`src/rtl/hte_pkg.sv`:
```
package hte_pkg;

  localparam int OP_W    = 2;
  localparam int SYM_W   = 8;
  localparam int CODE_W  = 32;
  localparam int LEN_W   = 6;
  localparam int TOT_W   = 32;
  localparam int BYTE_W  = 8;
  localparam int PEND_W  = 7;
  localparam int CNT_W   = 3;
  localparam int DEPTH   = 256;
  localparam int MAX_OUT = 4;
  // Pending bits plus the longest code, rounded up to whole bytes.
  localparam int ACC_W   = 40;
  localparam int LEFT_W  = 3;

  localparam logic [OP_W-1:0] OP_LOAD   = 2'd0;
  localparam logic [OP_W-1:0] OP_ENCODE = 2'd1;
  localparam logic [OP_W-1:0] OP_FLUSH  = 2'd2;

  typedef struct packed {
    logic [LEN_W-1:0]  len;
    logic [CODE_W-1:0] code;
  } entry_t;

  typedef struct packed {
    logic   hit;
    entry_t ent;
  } rd_t;

  typedef struct packed {
    logic load;
    logic encode;
  } s1_ctrl_t;

endpackage

```
`src/rtl/hte_if.sv`:
```


interface hte_out_if;
  logic                        valid;
  logic                        ready;
  logic [hte_pkg::BYTE_W-1:0]  packed_byte;
  logic                        byte_present;
  logic                        last_of_run;
  logic [hte_pkg::TOT_W-1:0]   bit_count;

  modport source (output valid, packed_byte, byte_present, last_of_run, bit_count,
                  input ready);
  modport sink (input valid, packed_byte, byte_present, last_of_run, bit_count,
                output ready);
endinterface

```
`src/rtl/hte_packer.sv`:
```
module hte_packer (
  input  logic              clk,
  input  logic              rst_n,
  input  hte_pkg::s1_ctrl_t s1_ctrl,
  input  hte_pkg::rd_t      rd_data,
  output logic              s1_free,
  hte_out_if.source         out_if
);
  import hte_pkg::*;

  logic              s1_valid_r;
  logic              s1_enc_r;
  logic [PEND_W-1:0] pend_r;
  logic [CNT_W-1:0]  pcnt_r;
  logic [TOT_W-1:0]  tot_r;

  logic              g_valid_r;
  logic [LEFT_W-1:0] g_left_r;
  logic              g_present_r;
  logic [TOT_W-1:0]  g_tot_r;
  logic [BYTE_W-1:0] g_bytes_r [MAX_OUT];

  logic [CODE_W-1:0] code_m;
  logic [ACC_W-1:0]  v_w;
  logic [ACC_W-1:0]  a_w;
  logic [LEN_W-1:0]  t_w;
  logic [CNT_W-1:0]  n_w;
  logic [CNT_W-1:0]  ncnt_w;
  logic [PEND_W-1:0] npend_w;
  logic [TOT_W-1:0]  ntot_w;
  logic [BYTE_W-1:0] f_byte;
  logic              enc_hit;
  logic              s1_flush;
  logic              has_group;
  logic              take;
  logic              g_last;
  logic              g_free;
  logic              s1_adv;

  // Append the code behind the pending bits, then left-align the whole run
  // so completed bytes sit at fixed positions from the top.
  always_comb begin
    code_m  = rd_data.ent.code & ~({CODE_W{1'b1}} << rd_data.ent.len);
    v_w     = ({{(ACC_W-PEND_W){1'b0}}, pend_r} << rd_data.ent.len)
              | {{(ACC_W-CODE_W){1'b0}}, code_m};
    t_w     = {{(LEN_W-CNT_W){1'b0}}, pcnt_r} + rd_data.ent.len;
    a_w     = v_w << (LEN_W'(ACC_W) - t_w);
    n_w     = t_w[LEN_W-1:3];
    ncnt_w  = t_w[2:0];
    npend_w = v_w[PEND_W-1:0] & ~({PEND_W{1'b1}} << ncnt_w);
    ntot_w  = tot_r + {{(TOT_W-LEN_W){1'b0}}, rd_data.ent.len};
    f_byte  = {1'b0, pend_r} << (4'(BYTE_W) - {1'b0, pcnt_r});
  end

  assign enc_hit   = s1_valid_r && s1_enc_r && rd_data.hit;
  assign s1_flush  = s1_valid_r && !s1_enc_r;
  assign has_group = s1_flush || (enc_hit && (n_w != '0));
  assign take      = g_valid_r && out_if.ready;
  assign g_last    = (g_left_r == LEFT_W'(1));
  assign g_free    = !g_valid_r || (take && g_last);
  assign s1_adv    = s1_valid_r && (!has_group || g_free);
  assign s1_free   = !s1_valid_r || s1_adv;

  always_ff @(posedge clk) begin
    if (!rst_n) begin
      s1_valid_r <= 1'b0;
      s1_enc_r   <= 1'b0;
      pend_r     <= '0;
      pcnt_r     <= '0;
      tot_r      <= '0;
      g_valid_r  <= 1'b0;
      g_left_r   <= '0;
    end else begin
      if (s1_ctrl.load) begin
        s1_valid_r <= 1'b1;
        s1_enc_r   <= s1_ctrl.encode;
      end else if (s1_adv) begin
        s1_valid_r <= 1'b0;
      end

      if (s1_adv && s1_flush) begin
        pend_r <= '0;
        pcnt_r <= '0;
        tot_r  <= '0;
      end else if (s1_adv && enc_hit) begin
        pend_r <= npend_w;
        pcnt_r <= ncnt_w;
        tot_r  <= ntot_w;
      end

      if (s1_adv && has_group) begin
        g_valid_r <= 1'b1;
        g_left_r  <= s1_flush ? LEFT_W'(1) : n_w;
      end else if (take) begin
        g_valid_r <= !g_last;
        g_left_r  <= g_left_r - LEFT_W'(1);
      end
    end
  end

  always_ff @(posedge clk) begin
    if (s1_adv && has_group) begin
      if (s1_flush) begin
        g_tot_r      <= tot_r;
        g_present_r  <= (pcnt_r != '0);
        g_bytes_r[0] <= f_byte;
      end else begin
        g_present_r <= 1'b1;
        g_tot_r     <= ntot_w;
        for (int k = 0; k < MAX_OUT; k++) begin
          g_bytes_r[k] <= a_w[ACC_W-1-BYTE_W*k -: BYTE_W];
        end
      end
    end else if (take) begin
      for (int k = 0; k < MAX_OUT-1; k++) begin
        g_bytes_r[k] <= g_bytes_r[k+1];
      end
    end
  end

  assign out_if.valid        = g_valid_r;
  assign out_if.packed_byte  = g_bytes_r[0];
  assign out_if.byte_present = g_present_r;
  assign out_if.last_of_run  = g_last;
  assign out_if.bit_count    = g_tot_r;

  a_left_range: assert property (@(posedge clk) disable iff (!rst_n)
    g_valid_r |-> (g_left_r != '0) && (g_left_r <= LEFT_W'(MAX_OUT)))
    else $error("output group count out of range");

  a_flush_clears: assert property (@(posedge clk) disable iff (!rst_n)
    (s1_adv && s1_flush) |=> (tot_r == '0) && (pcnt_r == '0) && (pend_r == '0))
    else $error("flush did not clear the pending state");

  a_empty_flush: assert property (@(posedge clk) disable iff (!rst_n)
    (g_valid_r && !g_present_r) |-> g_last && (g_bytes_r[0] == '0))
    else $error("empty flush result malformed");

endmodule

```
`src/flat_wrapper.sv`:
```
// flat-port wrapper written by rule: the top's interface ports become plain ports
module hte_packer_flat import hte_pkg::*;
  (clk, rst_n, s1_ctrl, rd_data, s1_free, out_if_valid, out_if_packed_byte, out_if_byte_present, out_if_last_of_run, out_if_bit_count, out_if_ready);
  hte_out_if out_if_i ();
  input  logic clk;
  input  logic rst_n;
  input  hte_pkg::s1_ctrl_t s1_ctrl;
  input  hte_pkg::rd_t rd_data;
  output logic s1_free;
  output wire logic [$bits(out_if_i.valid)-1:0] out_if_valid;
  output wire logic [$bits(out_if_i.packed_byte)-1:0] out_if_packed_byte;
  output wire logic [$bits(out_if_i.byte_present)-1:0] out_if_byte_present;
  output wire logic [$bits(out_if_i.last_of_run)-1:0] out_if_last_of_run;
  output wire logic [$bits(out_if_i.bit_count)-1:0] out_if_bit_count;
  input wire logic [$bits(out_if_i.ready)-1:0] out_if_ready;
  assign out_if_valid = out_if_i.valid;
  assign out_if_packed_byte = out_if_i.packed_byte;
  assign out_if_byte_present = out_if_i.byte_present;
  assign out_if_last_of_run = out_if_i.last_of_run;
  assign out_if_bit_count = out_if_i.bit_count;
  assign out_if_i.ready = out_if_ready;
  hte_packer u_core (.clk(clk), .rst_n(rst_n), .s1_ctrl(s1_ctrl), .rd_data(rd_data), .s1_free(s1_free), .out_if(out_if_i));
endmodule
```
`config.mk`:
```
export PLATFORM = sky130hd
export DESIGN_NAME = hte_packer_flat
export DESIGN_NICKNAME = d
export VERILOG_FILES = /design/src/rtl/hte_pkg.sv /design/src/rtl/hte_if.sv /design/src/rtl/hte_packer.sv /design/src/flat_wrapper.sv
export SDC_FILE = /design/constraint.sdc
export NUM_CORES = 1
export LEC_CHECK = 0
export BUFFER_PORTS_ARGS = -buffer_cell sky130_fd_sc_hd__buf_2
export CAP_MARGIN = 20
export CORE_MARGIN = 5
export CORE_UTILIZATION = 55
export DETAILED_ROUTE_END_ITERATION = 6
export GPL_ROUTABILITY_DRIVEN = 1
export PLACE_DENSITY = 0.74
export SYNTH_ARGS = -nofsm -noshare
export SYNTH_HDL_FRONTEND = slang
export SYNTH_SLANG_ARGS = --single-unit
```
`constraint.sdc`:
```
create_clock -name clk -period 6.3 [get_ports clk]
set_input_delay 0 -clock clk [delete_from_list [all_inputs] [get_ports clk]]
set_output_delay 0 -clock clk [all_outputs]
set_load 0.05 [all_outputs]
```
==> reports/qor.yml <==
cts:
  htreeDepth: 4
  root_buffer: "clkbuf_16"
  path_clk_slew_ns: 0.06
  insertion_delay_ns: 0.42
  tritoncts: "built"
  cts.sinks: 113
  cts.path.max_buffers: 2
  cts-resized-gates: 0
  cts_buffers: 17
power:
  p_int_w: 0.001628
  switching_share_pct: 33.54
  switching_power_w: 0.0008215
  pwr-share-seq_pct: 34.2
  ir_drop_v: 0.0001728
  p_leak_nw: 4.063
  p_per_area_nw_per_um2: 227.6
  p_clk_share_pct: 37.1
  combPwrFrac_pct: 28.7
worst_setup_path:
  worst_path_max_delay_cell: "dfxtp_1"
  cp_cell_sequence: "ha_2 -> fa_1 -> inv_1 -> ha_1 -> ha_1 -> inv_1 -> buf_4 -> nor3_1 -> or4b_1 -> mux2_2 -> mux2i_4 -> o21ai_1 -> a221o_1"
  cp_max_fo: 17
  worstSetupPathType: "register to register"
  cp.required_ns: 6.47
  cp-end-kind: "register"
  cpPeakStageDelay_ns: 0.61
  arrival_ns: 4.72
  startpoint_type: "register"
die:
  die-height_um: 142.7
  start_util_pct: 56.01
  rows: 48
  io_pins: 88
  core-area_um2: 17300
  die-width_um: 142.7
  fp.dieArea_um2: 20370
timing:
  fmax_mhz: 219.8
  drv_slew: 0
  worst_pin_slew_ns: 1.290
  fin_crit_sh_pct: 72.22
  finalSetupTns_ns: 0
  relSlewSlack_pct: 14.00
  fin_crit_ns: 4.550
  finalSetupViolations: 0
  rsz0062_at_grt: "no"
  skew_ns: 0.01032
  hold_violations: 0
final_layout:
  syn2layout_area_growth_pct: 11.09
  nFillCells: 1514
  multi_input_area_um2: 6252
  regArea_um2: 2913
  drive_above_1_share_pct: 16.52
  finalNetCount: 1262
  final_area_um2: 10760
  diodes: 0
synthesis:
  yosys_warnings: 0
  yosysTopAreaCell: "edfxtp_1"
  ys_types: 90
  synth_fp_nets: 1229
  synth_area_leaders: "edfxtp_1, dfxtp_1, mux2i_1"
  syn_inst: 1166
  synth_edf_count: 65
  ys_seq_area_share_pct: 30.07
  synth_common_cells: "nor2_1, nand2_1, a21oi_1, edfxtp_1, clkbuf_1"
  synth_area_um2: 9688
  ys_ff_latch: 113
  yosysMostFrequentCell: "nor2_1"
  netlist.area_leader.share_pct: 20.15
  synthFlopType: "edfxtp_1"
  synthArstFlopShare_pct: 0
  synth_area_per_cell_um2: 8.309
detailed_routing:
  viasPerCell: 6.772
  met2_wirelength_um: 14580
  dr_total_vias: 9724
  drt_iter0_markers: 1136
  route.detailed.drc: 1
  dr.pass1.iters: 7
  wirelength_met1_um: 12780
  wl_met3_um: 3135
  drt-total-wl_um: 32210
  ant_nets: 0
  top_layer: "met4"
  avgRoutedWirePerCell_um: 22.43
min_path:
  hp-class: "input port to register"
global_routing:
  grt_usage_pct: 31.68
  grt_remaining_overflow: 0
  grt_max_degree: 55
  grt_pass1_wl_um: 50480
  grt_pass1_vias: 9003
  antenna_found_initial: 0
place:
  place.gp.congestion: 1.049
  hpwl_um: 23420
  port_buffers: 87
  dpl-instance-area_um2: 10120
status:
  status: "finished, violations left"
  violations: "design-rule violations"
flow_run:
  maxCapViolCount: 0
-- flip-flops by register name, summed over array words and instances, names as in the netlist --
register / count
u_core.g_bytes_r: 32
u_core.out_if.bit_count: 32
u_core.tot_r: 32
u_core.pend_r: 7
u_core.g_left_r: 3
u_core.pcnt_r: 3
u_core.out_if.byte_present: 1
u_core.out_if.valid: 1
u_core.s1_enc_r: 1
u_core.s1_valid_r: 1
-- final timing paths --
kind / from / to / slack, ns / cells after the start
max: u_core.pcnt_r[0] / u_core.g_bytes_r[0][13] / 1.75 / 13
min: rd_data[5] / u_core.pend_r[5] / 0.21 / 5
max reg2reg: u_core.pcnt_r[0] / u_core.g_bytes_r[0][13] / 1.75 / 13
min reg2reg: u_core.tot_r[0] / u_core.tot_r[0] / 0.48 / 2
-- per-stage QoR --
step	utilization (%)	hold WS (ns)	std cells	setup slack [ns]	power (W)
global route	62.23	0.2240	1436	1.394	0.002543
global placement	58.50	0.2653	1396	1.893	0.001526
CTS	62.20	0.1952	1435	1.651	0.002438
detailed placement	58.50	0.2739	1396	1.690	0.001528
finish	62.23	0.2139	1436	1.750	0.002450
floorplan	-	0.1282	1166	1.321	0.001352
-- layout by cell type, fill, tap and decap left out, drive strengths merged, types with 7 or more instances in the layout --
cell type and n:
nand2 119, or2 9, or3 11, a31oi 14
nand3 38, a21o 9, ha 17, a211o 8
and3 12, dlygate4sd3 8, nor3 40, clkbuf 19
nor2b 12, mux2i 50, nand2b 9, and2 10
nor4 11, o21ai 61, inv 31, a221oi 15
clkinv 12, mux2 21, buf 102, a21oi 65
nor2 121, xor2 29, xnor2 27, o211ai 17
o21a 10, mux4 14, a211oi 18, a22oi 21
edfxtp 65, dfxtp 48, nand4 15, a21boi 7
o22ai 14
-- critical path, delay by kind of cell, from the launching register on --
family | cells | cell delay [ns]
fa+ha+maj | 4 | 1.32
compound gates | 2 | 0.39
simple gates | 2 | 0.63
buf+inv | 3 | 0.87
flops | 1 | 0.61
mux | 2 | 0.47
-- kinds of logic (layout without fill, tap and decap cells) --
group	count (synthesis)	after routing	share of synthesized area, %
AO/OA/AOI/OAI	338	338	24.55
flip-flops	113	113	30.07
AND/OR/NAND/NOR	425	425	20.79
XOR/XNOR	56	56	5.218
multiplexers	85	85	11.11
adder cells (fa/ha/maj)	19	19	2.609
buffers and inverters	130	175	5.657
-- power groups by stage --
stage          Combinational (W)  Clock [W]  Sequential (W)
2_1_floorplan           0.000442          0        0.000909
4_1_cts                 0.000683   0.000917        0.000837
6_report                0.000703   0.000910        0.000837
5_1_grt                 0.000747   0.000956        0.000839
3_3_place_gp            0.000676          0        0.000850
3_5_place_dp            0.000676          0        0.000852
-- layer usage --
layer  track usage [%]  vias to the layer above
li1                  -                     4456
met4             15.46                        0
met3             7.167                      115
met1             41.30                     4530
met5                 0                        -
met2             49.78                      623
-- final cells by class --
| cell class | instances | area share (%) |
|---|---|---|
| Clock inverter | 13 | 1.116 |
| Timing Repair Buffer | 111 | 5.882 |
| Clock buffer | 18 | 4.080 |
| Tap cell | 225 | 2.616 |
| Inverter | 33 | 1.151 |
| Sequential cell | 113 | 27.06 |
| Multi-Input combinational cell | 923 | 58.09 |
-- what timing repair did --
item / CTS / global route
endpoints found under the hold margin: 6 / 0
endpoints found under the setup margin: 0 / 0
hold buffers: 8 / 0
buffers inserted: 0 / 0
No activity file was read; power rests on OpenSTA's default activity.
